<file path="src/sv/krsp_pkg.sv">
`timescale 1ns / 1ps
// ============================================================================
// krsp_pkg: shared definitions for the keyed record stream parser
// Field widths, character codes, parse phases, event codes and the
// request and result records passed between the parser stages.
// ============================================================================
package krsp_pkg;

    localparam int BYTE_W  = 8;
    localparam int LEN_W   = 31;
    localparam int EVENT_W = 3;

    // A digit arriving while the accumulator is above this value is a format error.
    localparam logic [LEN_W-1:0] ACCUM_LIMIT = LEN_W'(214748363);

    localparam logic [BYTE_W-1:0] CH_PLUS    = 8'h2B;
    localparam logic [BYTE_W-1:0] CH_COMMA   = 8'h2C;
    localparam logic [BYTE_W-1:0] CH_COLON   = 8'h3A;
    localparam logic [BYTE_W-1:0] CH_DASH    = 8'h2D;
    localparam logic [BYTE_W-1:0] CH_GT      = 8'h3E;
    localparam logic [BYTE_W-1:0] CH_NEWLINE = 8'h0A;
    localparam logic [BYTE_W-1:0] CH_ZERO    = 8'h30;
    localparam logic [BYTE_W-1:0] CH_NINE    = 8'h39;

    typedef enum logic [3:0] {
        PH_START = 4'd0,
        PH_KLEN  = 4'd1,
        PH_DLEN  = 4'd2,
        PH_KEY   = 4'd3,
        PH_DASH  = 4'd4,
        PH_GT    = 4'd5,
        PH_DATA  = 4'd6,
        PH_NL    = 4'd7,
        PH_OK    = 4'd8,
        PH_ERR   = 4'd9
    } phase_t;

    typedef enum logic [EVENT_W-1:0] {
        EV_CONSUMED = 3'd0,
        EV_KEY      = 3'd1,
        EV_DATA     = 3'd2,
        EV_HEADER   = 3'd3,
        EV_RECORD   = 3'd4,
        EV_OK       = 3'd5,
        EV_ERROR    = 3'd6
    } event_t;

    typedef struct packed {
        logic [BYTE_W-1:0] in_byte;
        logic              end_of_input;
    } item_t;

    typedef struct packed {
        event_t            event_res;
        logic [BYTE_W-1:0] byte_out;
        logic [LEN_W-1:0]  key_length;
        logic [LEN_W-1:0]  data_length;
    } result_t;

endpackage

</file>
<file path="src/sv/krsp_byte_if.sv">
`timescale 1ns / 1ps
// ============================================================================
// krsp_byte_if: input byte channel
// Carries one stream byte or the end-of-input mark per request.
// ============================================================================
interface krsp_byte_if;
    logic                       valid;
    logic                       ready;
    logic [krsp_pkg::BYTE_W-1:0] in_byte;
    logic                       end_of_input;

    modport source (output valid, output in_byte, output end_of_input, input ready);
    modport sink   (input valid, input in_byte, input end_of_input, output ready);
endinterface

</file>
<file path="src/sv/krsp_event_if.sv">
`timescale 1ns / 1ps
// ============================================================================
// krsp_event_if: parser event channel
// Carries one parse event with its byte and lengths per request.
// ============================================================================
interface krsp_event_if;
    logic                         valid;
    logic                         ready;
    logic [krsp_pkg::EVENT_W-1:0] event_res;
    logic [krsp_pkg::BYTE_W-1:0]  byte_out;
    logic [krsp_pkg::LEN_W-1:0]   key_length;
    logic [krsp_pkg::LEN_W-1:0]   data_length;

    modport source (output valid, output event_res, output byte_out,
                    output key_length, output data_length, input ready);
    modport sink   (input valid, input event_res, input byte_out,
                    input key_length, input data_length, output ready);
endinterface

</file>
<file path="src/sv/keyed_record_stream_parser.sv">
`timescale 1ns / 1ps
// ============================================================================
// keyed_record_stream_parser: streaming parser for "+klen,dlen:key->data\n"
// Parses a byte stream of keyed records closed by a blank line and reports
// one event for every byte or end-of-input mark it receives.
// ============================================================================
// Usage:
//   The stream channel takes one request per cycle while ready: a raw byte,
//   or the end-of-input mark (with end_of_input high the byte is ignored).
//   The events channel returns exactly one event per request, in order:
//   consumed, key byte, data byte, header done (with both lengths), record
//   done, finished ok, or format error. Success and error are sticky; once
//   reached, every later request answers with the same event.
//   A request accepted into the input register is parsed out of it and its
//   event is shown from the result register. Throughput is one request per
//   cycle while the receiver keeps up, set by the phase update and the
//   shift-and-add length accumulator.
//   Reset puts the parser at the start of a record with both lengths and
//   the byte counter cleared, and empties both registers.
//   When the receiver stalls, the held event stays on the events channel,
//   the pending request waits in the input register, and stream.ready drops
//   once both registers are full; no request is lost or repeated.
// ============================================================================
module keyed_record_stream_parser (
    input  logic          clk,
    input  logic          rst_n,
    krsp_byte_if.sink     stream,
    krsp_event_if.source  events
);

    // Request waiting in the input register.
    logic              item_valid;
    krsp_pkg::item_t   item;

    // Parser result for that request.
    krsp_pkg::result_t res;

    // A request is parsed when it is present and the result register is free.
    logic              can_load;
    logic              step;

    assign step = item_valid && can_load;

    krsp_in_stage u_in_stage (
        .clk        (clk),
        .rst_n      (rst_n),
        .stream     (stream),
        .take       (step),
        .item_valid (item_valid),
        .item       (item)
    );

    krsp_parser u_parser (
        .clk   (clk),
        .rst_n (rst_n),
        .step  (step),
        .item  (item),
        .res   (res)
    );

    krsp_out_stage u_out_stage (
        .clk      (clk),
        .rst_n    (rst_n),
        .load     (step),
        .res      (res),
        .can_load (can_load),
        .events   (events)
    );

endmodule

</file>
<file path="src/sv/krsp_in_stage.sv">
`timescale 1ns / 1ps
// ============================================================================
// krsp_in_stage: input register
// Captures one request and holds it until the parser takes it.
// ============================================================================
module krsp_in_stage (
    input  logic              clk,
    input  logic              rst_n,
    krsp_byte_if.sink         stream,
    input  logic              take,
    output logic              item_valid,
    output krsp_pkg::item_t   item
);

    logic            valid_reg;
    logic            valid_next;
    krsp_pkg::item_t item_reg;
    logic            accept;

    // Free when empty or when the held request leaves this cycle.
    assign stream.ready = !valid_reg || take;
    assign accept       = stream.valid && stream.ready;

    always_comb
    begin
        valid_next = valid_reg;
        if (accept)
        begin
            valid_next = 1'b1;
        end
        else if (take)
        begin
            valid_next = 1'b0;
        end
    end

    always_ff @(posedge clk or negedge rst_n)
    begin
        if (!rst_n)
        begin
            valid_reg <= 1'b0;
        end
        else
        begin
            valid_reg <= valid_next;
        end
    end

    always_ff @(posedge clk)
    begin
        if (accept)
        begin
            item_reg.in_byte      <= stream.in_byte;
            item_reg.end_of_input <= stream.end_of_input;
        end
    end

    assign item_valid = valid_reg;
    assign item       = item_reg;

endmodule

</file>
<file path="src/sv/krsp_parser.sv">
`timescale 1ns / 1ps
// ============================================================================
// krsp_parser: record format state machine
// Holds the parse phase, the length accumulator and the byte counter, and
// turns one request into one result combinationally.
// ============================================================================
module krsp_parser (
    input  logic              clk,
    input  logic              rst_n,
    input  logic              step,
    input  krsp_pkg::item_t   item,
    output krsp_pkg::result_t res
);

    krsp_pkg::phase_t                phase_reg;
    krsp_pkg::phase_t                phase_next;
    logic [krsp_pkg::LEN_W-1:0]      accum_reg;
    logic [krsp_pkg::LEN_W-1:0]      accum_next;
    logic                            seen_reg;
    logic                            seen_next;
    logic [krsp_pkg::LEN_W-1:0]      held_key_reg;
    logic [krsp_pkg::LEN_W-1:0]      held_key_next;
    logic [krsp_pkg::LEN_W-1:0]      held_data_reg;
    logic [krsp_pkg::LEN_W-1:0]      held_data_next;
    logic [krsp_pkg::LEN_W-1:0]      left_reg;
    logic [krsp_pkg::LEN_W-1:0]      left_next;

    logic [krsp_pkg::BYTE_W-1:0]     c;
    logic                            is_digit;
    logic                            fail;
    logic [krsp_pkg::LEN_W-1:0]      accum_mac;
    logic [krsp_pkg::LEN_W-1:0]      left_dec;

    assign c        = item.in_byte;
    assign is_digit = (c >= krsp_pkg::CH_ZERO) && (c <= krsp_pkg::CH_NINE);
    // accum * 10 + digit, kept to 31 bits; a digit's value is its low nibble.
    assign accum_mac = (accum_reg << 3) + (accum_reg << 1)
                     + {{(krsp_pkg::LEN_W-4){1'b0}}, c[3:0]};
    assign left_dec  = left_reg - {{(krsp_pkg::LEN_W-1){1'b0}}, 1'b1};

    // Format error detection for the current phase.
    always_comb
    begin
        fail = 1'b0;
        if (phase_reg == krsp_pkg::PH_OK)
        begin
            fail = 1'b0;
        end
        else if (phase_reg == krsp_pkg::PH_ERR || item.end_of_input)
        begin
            fail = 1'b1;
        end
        else
        begin
            unique case (phase_reg)
                krsp_pkg::PH_START:
                    fail = (c != krsp_pkg::CH_PLUS) && (c != krsp_pkg::CH_NEWLINE);
                krsp_pkg::PH_KLEN:
                    fail = is_digit ? (accum_reg > krsp_pkg::ACCUM_LIMIT)
                                    : (!seen_reg || c != krsp_pkg::CH_COMMA);
                krsp_pkg::PH_DLEN:
                    fail = is_digit ? (accum_reg > krsp_pkg::ACCUM_LIMIT)
                                    : (!seen_reg || c != krsp_pkg::CH_COLON);
                krsp_pkg::PH_KEY:  fail = 1'b0;
                krsp_pkg::PH_DASH: fail = (c != krsp_pkg::CH_DASH);
                krsp_pkg::PH_GT:   fail = (c != krsp_pkg::CH_GT);
                krsp_pkg::PH_DATA: fail = 1'b0;
                krsp_pkg::PH_NL:   fail = (c != krsp_pkg::CH_NEWLINE);
                default:           fail = 1'b1;
            endcase
        end
    end

    // Next phase.
    always_comb
    begin
        phase_next = phase_reg;
        if (fail)
        begin
            phase_next = krsp_pkg::PH_ERR;
        end
        else
        begin
            unique case (phase_reg)
                krsp_pkg::PH_START:
                    phase_next = (c == krsp_pkg::CH_PLUS) ? krsp_pkg::PH_KLEN
                                                          : krsp_pkg::PH_OK;
                krsp_pkg::PH_KLEN:
                    phase_next = is_digit ? krsp_pkg::PH_KLEN : krsp_pkg::PH_DLEN;
                krsp_pkg::PH_DLEN:
                begin
                    if (is_digit)
                    begin
                        phase_next = krsp_pkg::PH_DLEN;
                    end
                    else
                    begin
                        phase_next = (held_key_reg != '0) ? krsp_pkg::PH_KEY
                                                          : krsp_pkg::PH_DASH;
                    end
                end
                krsp_pkg::PH_KEY:
                    phase_next = (left_dec == '0) ? krsp_pkg::PH_DASH : krsp_pkg::PH_KEY;
                krsp_pkg::PH_DASH: phase_next = krsp_pkg::PH_GT;
                krsp_pkg::PH_GT:
                    phase_next = (held_data_reg != '0) ? krsp_pkg::PH_DATA
                                                       : krsp_pkg::PH_NL;
                krsp_pkg::PH_DATA:
                    phase_next = (left_dec == '0) ? krsp_pkg::PH_NL : krsp_pkg::PH_DATA;
                krsp_pkg::PH_NL:   phase_next = krsp_pkg::PH_START;
                krsp_pkg::PH_OK:   phase_next = krsp_pkg::PH_OK;
                default:           phase_next = krsp_pkg::PH_ERR;
            endcase
        end
    end

    // Result and datapath updates.
    always_comb
    begin
        res.event_res   = krsp_pkg::EV_CONSUMED;
        res.byte_out    = '0;
        res.key_length  = '0;
        res.data_length = '0;
        accum_next      = accum_reg;
        seen_next       = seen_reg;
        held_key_next   = held_key_reg;
        held_data_next  = held_data_reg;
        left_next       = left_reg;
        if (fail)
        begin
            res.event_res = krsp_pkg::EV_ERROR;
        end
        else
        begin
            unique case (phase_reg) inside
                krsp_pkg::PH_START:
                begin
                    if (c == krsp_pkg::CH_PLUS)
                    begin
                        accum_next = '0;
                        seen_next  = 1'b0;
                    end
                    else
                    begin
                        res.event_res = krsp_pkg::EV_OK;
                    end
                end
                krsp_pkg::PH_KLEN, krsp_pkg::PH_DLEN:
                begin
                    if (is_digit)
                    begin
                        accum_next = accum_mac;
                        seen_next  = 1'b1;
                    end
                    else
                    begin
                        accum_next = '0;
                        seen_next  = 1'b0;
                        if (phase_reg == krsp_pkg::PH_KLEN)
                        begin
                            held_key_next = accum_reg;
                        end
                        else
                        begin
                            held_data_next  = accum_reg;
                            left_next       = held_key_reg;
                            res.event_res   = krsp_pkg::EV_HEADER;
                            res.key_length  = held_key_reg;
                            res.data_length = accum_reg;
                        end
                    end
                end
                krsp_pkg::PH_KEY:
                begin
                    left_next     = left_dec;
                    res.event_res = krsp_pkg::EV_KEY;
                    res.byte_out  = c;
                end
                krsp_pkg::PH_GT:
                begin
                    left_next = held_data_reg;
                end
                krsp_pkg::PH_DATA:
                begin
                    left_next     = left_dec;
                    res.event_res = krsp_pkg::EV_DATA;
                    res.byte_out  = c;
                end
                krsp_pkg::PH_NL:
                begin
                    res.event_res = krsp_pkg::EV_RECORD;
                end
                krsp_pkg::PH_OK:
                begin
                    res.event_res = krsp_pkg::EV_OK;
                end
                default:
                begin
                    res.event_res = krsp_pkg::EV_CONSUMED;
                end
            endcase
        end
    end

    always_ff @(posedge clk or negedge rst_n)
    begin
        if (!rst_n)
        begin
            phase_reg     <= krsp_pkg::PH_START;
            accum_reg     <= '0;
            seen_reg      <= 1'b0;
            held_key_reg  <= '0;
            held_data_reg <= '0;
            left_reg      <= '0;
        end
        else if (step)
        begin
            phase_reg     <= phase_next;
            accum_reg     <= accum_next;
            seen_reg      <= seen_next;
            held_key_reg  <= held_key_next;
            held_data_reg <= held_data_next;
            left_reg      <= left_next;
        end
    end

endmodule

</file>
<file path="src/sv/krsp_out_stage.sv">
`timescale 1ns / 1ps
// ============================================================================
// krsp_out_stage: result register
// Holds one parse event until the receiver takes it.
// ============================================================================
module krsp_out_stage (
    input  logic              clk,
    input  logic              rst_n,
    input  logic              load,
    input  krsp_pkg::result_t res,
    output logic              can_load,
    krsp_event_if.source      events
);

    logic              valid_reg;
    logic              valid_next;
    krsp_pkg::result_t res_reg;

    // The register may be refilled in the same cycle its content is taken.
    assign can_load = !valid_reg || events.ready;

    always_comb
    begin
        valid_next = valid_reg;
        if (load)
        begin
            valid_next = 1'b1;
        end
        else if (events.ready)
        begin
            valid_next = 1'b0;
        end
    end

    always_ff @(posedge clk or negedge rst_n)
    begin
        if (!rst_n)
        begin
            valid_reg <= 1'b0;
        end
        else
        begin
            valid_reg <= valid_next;
        end
    end

    always_ff @(posedge clk)
    begin
        if (load)
        begin
            res_reg <= res;
        end
    end

    assign events.valid       = valid_reg;
    assign events.event_res   = res_reg.event_res;
    assign events.byte_out    = res_reg.byte_out;
    assign events.key_length  = res_reg.key_length;
    assign events.data_length = res_reg.data_length;

endmodule

</file>
<file path="src/flat_wrapper.sv">
// flat-port wrapper written by rule: the top's interface ports become plain ports
module keyed_record_stream_parser_flat 
  (clk, rst_n, stream_valid, stream_in_byte, stream_end_of_input, stream_ready, events_valid, events_event_res, events_byte_out, events_key_length, events_data_length, events_ready);
  krsp_byte_if stream_i ();
  krsp_event_if events_i ();
  input  logic clk;
  input  logic rst_n;
  input wire logic [$bits(stream_i.valid)-1:0] stream_valid;
  input wire logic [$bits(stream_i.in_byte)-1:0] stream_in_byte;
  input wire logic [$bits(stream_i.end_of_input)-1:0] stream_end_of_input;
  output wire logic [$bits(stream_i.ready)-1:0] stream_ready;
  output wire logic [$bits(events_i.valid)-1:0] events_valid;
  output wire logic [$bits(events_i.event_res)-1:0] events_event_res;
  output wire logic [$bits(events_i.byte_out)-1:0] events_byte_out;
  output wire logic [$bits(events_i.key_length)-1:0] events_key_length;
  output wire logic [$bits(events_i.data_length)-1:0] events_data_length;
  input wire logic [$bits(events_i.ready)-1:0] events_ready;
  assign stream_i.valid = stream_valid;
  assign stream_i.in_byte = stream_in_byte;
  assign stream_i.end_of_input = stream_end_of_input;
  assign stream_ready = stream_i.ready;
  assign events_valid = events_i.valid;
  assign events_event_res = events_i.event_res;
  assign events_byte_out = events_i.byte_out;
  assign events_key_length = events_i.key_length;
  assign events_data_length = events_i.data_length;
  assign events_i.ready = events_ready;
  keyed_record_stream_parser u_core (.clk(clk), .rst_n(rst_n), .stream(stream_i), .events(events_i));
endmodule
</file>
<file path="config.mk">
export PLATFORM = sky130hd
export DESIGN_NAME = keyed_record_stream_parser_flat
export DESIGN_NICKNAME = d
export VERILOG_FILES = /design/src/sv/krsp_pkg.sv /design/src/sv/krsp_byte_if.sv /design/src/sv/krsp_event_if.sv /design/src/sv/keyed_record_stream_parser.sv /design/src/sv/krsp_in_stage.sv /design/src/sv/krsp_parser.sv /design/src/sv/krsp_out_stage.sv /design/src/flat_wrapper.sv
export SDC_FILE = /design/constraint.sdc
export NUM_CORES = 1
export LEC_CHECK = 0
export ABC_AREA = 1
export BUFFER_PORTS_ARGS = -buffer_cell sky130_fd_sc_hd__buf_4
export CAP_MARGIN = 40
export CORE_MARGIN = 5
export CORE_UTILIZATION = 41
export DETAILED_ROUTE_END_ITERATION = 8
export GPL_TIMING_DRIVEN = 0
export MAX_ROUTING_LAYER = met4
export PLACE_DENSITY = 0.58
export RECOVER_POWER = 50
export SYNTH_ARGS = -nofsm -noshare
export SYNTH_HDL_FRONTEND = slang
export SYNTH_HIERARCHICAL = 1
export SYNTH_SLANG_ARGS = --single-unit
</file>
<file path="constraint.sdc">
create_clock -name clk -period 5.6 [get_ports clk]
set_input_delay 1.12 -clock clk [delete_from_list [all_inputs] [get_ports clk]]
set_output_delay 1.12 -clock clk [all_outputs]
set_load 0.02 [all_outputs]
</file>
==> PnR_summary.wiki <==
{| class="wikitable"
! Metric !! Value
|-
| Run status || finished, violations left
|-
| Violated checks || max-capacitance violations, max-slew violations
|-
| Setup violation total in the final timing report || 0
|-
| Starting DRC count in detailed routing || 932
|-
| Number of top-level pins || 88
|-
| Power density cells || approximately 250 mW/mm^2
|-
| IO Port Bufs || 87
|-
| Number of antenna violations at the first check in global routing || 0
|-
| CTS hold repair buffers || 0
|-
| Inst Count DP || 1962
|-
| CTS HTree Levels || 1
|-
| Share of the clock period used by the worst path || around 63%
|-
| CP arrival || between 3 and 4 ns
|-
| Overall die height || 183 um
|-
| GRT Util Overall || between 20% and 30%
|-
| Via count normalized by instance count || approximately 5.3
|-
| Die area || roughly 0.033 mm^2
|-
| Met3 wire len || approximately 1700 um
|-
| Leading cell types by count after synthesis || 325 x sky130_fd_sc_hd__nand2_1, 179 x sky130_fd_sc_hd__inv_1, 156 x sky130_fd_sc_hd__nor2_1, 131 x sky130_fd_sc_hd__dfrtp_1, 115 x sky130_fd_sc_hd__o21ai_0
|-
| Initial cell density of the core || 41.5%
|-
| Share of synthesized area occupied by flip-flops and latches || 46.8%
|-
| Adder-cell area share of the yosys netlist || under 10%
|-
| Number of max-cap violations || 1
|-
| Via count of the first global-routing pass || between 10000 and 15000
|-
| Leading area contributor after synthesis || sky130_fd_sc_hd__dfrtp_1
|-
| Compound-cell area share of the yosys netlist || ~11%
|-
| Final Hold Viols || 0
|-
| Peak supply drop || between 200 and 250 uV
|-
| Number of search-and-repair iterations in the first detailed-routing pass || 7
|-
| Dominant combinational cell family by area after synthesis || simple AND/OR/NAND/NOR gates
|-
| Kind of start point of the critical path || primary input
|-
| Main area contributors after synthesis || sky130_fd_sc_hd__dfrtp_1 27%, sky130_fd_sc_hd__edfxtp_1 20%, sky130_fd_sc_hd__nand2_1 9.9%
|-
| Pin slew with the least headroom to its limit || around 2.8 ns
|-
| Basic-gate share of the synthesized area counting and, or, nand and nor cells || around 26%
|-
| Routability Congestion || ~0.92
|-
| Peak fanout along the critical path || 39
|-
| Met2 wire length || roughly 18000 um
|-
| Wire length on met1 || 16800 um
|-
| Ys flop type || sky130_fd_sc_hd__dfrtp_1
|-
| Total via count after detailed routing || roughly 11000
|-
| Critical path class || in2reg
|-
| Cells after synthesis || 1483
|-
| Number of buffers inserted to repair setup after CTS || 0
|-
| Wire length of the first global-routing pass || approximately 60000 um
|-
| Final-stage net count || between 1500 and 2000
|-
| Clock latency at the later pin of the worst-skew pair || roughly 0.53 ns
|-
| Endpoint kind of the worst setup timing path || flip-flop
|-
| Register clock-pin slew on the reported worst setup and hold paths || about 0.06 ns
|-
| Clock tree from TritonCTS || built
|-
| Overflow left after global routing || 0
|-
| Area added between synthesis and finish || 14.9%
|-
| Count of different cell masters after synthesis || between 40 and 50
|-
| Number of sinks on the clock net || about 210
|-
| Max Transition Viols Final || 44
|-
| Unrepaired setup endpoints after global routing || no
|-
| Xor and xnor area share after synthesis || under 10%
|-
| Proportion of netlist area held by the largest area contributor || between 20% and 30%
|-
| Worst Path Required || between 6 and 7 ns
|-
| Die Span X || about 180 um
|-
| Minimum clock period after layout || approximately 3.5 ns
|-
| Number of synthesis warnings || 6
|-
| Fmax || 284 MHz
|-
| Multiplexer share of the synthesized area || 0%
|-
| Core area || around 0.030 mm^2
|-
| Wire length per cell after detailed routing || between 15 and 20 um
|-
| Post-synth EDFFs || 82
|-
| Remaining max-slew budget at the tightest pin || -85.4%
|-
| Count of unresolved DRC violations after routing || 0
|-
| Flops & latches, synth || 213
|-
| Most frequently used cell type in the post-synthesis netlist || sky130_fd_sc_hd__nand2_1
|-
| Number of nets with antenna violations after routing || 0
|-
| Total clock buffers created by CTS || 25
|-
| Antenna diodes || 0
|-
| Count of placed standard cells in the final layout, fillers left out || 2008
|-
| Post-Syn Area || 0.0123 mm^2
|-
| Maximum number of pins on one net before global-route repair || 89
|-
| Leak pwr || 0.00620 uW
|-
| Final setup skew || around 0.015 ns
|-
| Fraction of synthesis flops using an asynchronous set or reset pin || ~60%
|-
| Path type of the worst min-delay path || reg2reg
|-
| Clock buffer depth || 3
|-
| Synthesized Nets || around 1600
|-
| Mapped Avg Cell Area || slightly above 8 um^2
|-
| Number of placement rows || 63
|-
| Total Neg Setup Slack || 0 ns
|-
| CTS-repair resized insts || 0
|-
| Highest metal layer with signal wires || met4
|-
| Fraction of layout instances using a drive strength above 1 || between 10% and 20%
|-
| HPWL Detailed || approximately 30000 um
|-
| Routed wire length || 37500 um
|-
| Clock tree root buffer cell || sky130_fd_sc_hd__clkbuf_16
|}
[cells by family after synthesis]
kind of cell / Yosys count
flip-flops: 213
AND/OR/NAND/NOR: 692
adder cells (fa/ha/maj): 60
AO/OA/AOI/OAI: 248
XOR/XNOR: 40
buffers and inverters: 230
[report_power, final]
part / total (uW) / internal (uW) / switching (uW)
combinational: 291 / 82.3 / 208
sequential: 1730 / 1700 / 26.6
clock: 1560 / 920 / 639
total: 3580 / 2700 / 874
[worst paths after layout]
kind | startpoint | endpoint | slack (ns) | cells after the start
min reg2reg | u_core/u_parser/accum_reg[29]$_DFFE_PN0P_ | u_core/u_parser/accum_reg[29]$_DFFE_PN0P_ | 0.48 | 2
max reg2reg | u_core/u_in_stage/item[4]$_DFFE_PP_ | u_core/u_parser/accum_reg[22]$_DFFE_PN0P_ | 2.13 | 11
max in group asynchronous | rst_n | u_core/u_parser/left_reg[7]$_DFFE_PN0P_ | 2.54 | 1
max | events_ready | u_core/u_parser/accum_reg[29]$_DFFE_PN0P_ | 2.08 | 14
min in group asynchronous | rst_n | u_core/u_parser/left_reg[5]$_DFFE_PN0P_ | 1.49 | 1
min | u_core/u_parser/accum_reg[29]$_DFFE_PN0P_ | u_core/u_parser/accum_reg[29]$_DFFE_PN0P_ | 0.48 | 2
[metrics by stage]
stage | worst slack, ns | utilization (%) | total power, uW | cell area (um^2) | hold WS (ns)
final | 2.08 | 47.7 | 3580 | 14100 | 0.484
after global routing | 1.80 | 47.7 | 3700 | 14100 | 0.514
after CTS | 2.08 | 48.2 | 3640 | 14300 | 0.492
after detailed placement | 1.56 | 45.6 | 2080 | 13500 | 0.475
after global placement | 0.0996 | 45.4 | 2080 | 13400 | 0.471
after floorplan | 1.35 | - | 1920 | 12300 | 0.449
[worst max-delay path, cell delays in order]
cell and delay (ns):
sky130_fd_sc_hd__clkbuf_4 0.10, sky130_fd_sc_hd__inv_1 0.03, sky130_fd_sc_hd__nand2_1 0.09, sky130_fd_sc_hd__nand2_1 0.09
sky130_fd_sc_hd__inv_4 0.35, sky130_fd_sc_hd__buf_12 0.29, sky130_fd_sc_hd__clkbuf_1 0.42, sky130_fd_sc_hd__inv_1 0.21
sky130_fd_sc_hd__nor3_1 0.37, sky130_fd_sc_hd__nand3_4 0.23, sky130_fd_sc_hd__nor2_4 0.22, sky130_fd_sc_hd__buf_4 0.22
sky130_fd_sc_hd__nand3_1 0.12, sky130_fd_sc_hd__nand2_1 0.07
[final cells by class]
| class | count | area, um^2 |
|---|---|---|
| well taps | 390 | 488 |
| repair buffers | 89 | 562 |
| multi-input cells | 1040 | 5610 |
| fillers | 2957 | 15500 |
| inverters | 185 | 697 |
| flip-flops and latches | 213 | 5740 |
| plain buffers | 45 | 229 |
| clock buffers | 29 | 651 |
| clock inverters | 17 | 134 |
[cells in the final DEF (no fill, tap or decap), types with 31 or more instances in the layout]
master	netlist	routed
sky130_fd_sc_hd__nor3_1	51	51
sky130_fd_sc_hd__ha_1	58	58
sky130_fd_sc_hd__o21ai_1	42	42
sky130_fd_sc_hd__nor2_1	156	156
sky130_fd_sc_hd__nand4_1	42	42
sky130_fd_sc_hd__nand3_1	57	57
sky130_fd_sc_hd__edfxtp_1	82	82
sky130_fd_sc_hd__xor2_1	31	31
sky130_fd_sc_hd__inv_1	179	178
sky130_fd_sc_hd__a21oi_1	44	44
sky130_fd_sc_hd__buf_4	8	49
sky130_fd_sc_hd__dfrtp_1	131	131
sky130_fd_sc_hd__o21ai_0	115	115
sky130_fd_sc_hd__clkbuf_1	18	58
sky130_fd_sc_hd__nand2_1	325	326
[per-layer routing]
layer	up-vias	GRT usage, %
met5	-	-
met4	0	7.57
met3	64	2.32
met2	296	36.9
met1	5140	30.4
li1	5210	-
(Power assumes the default switching activity.)
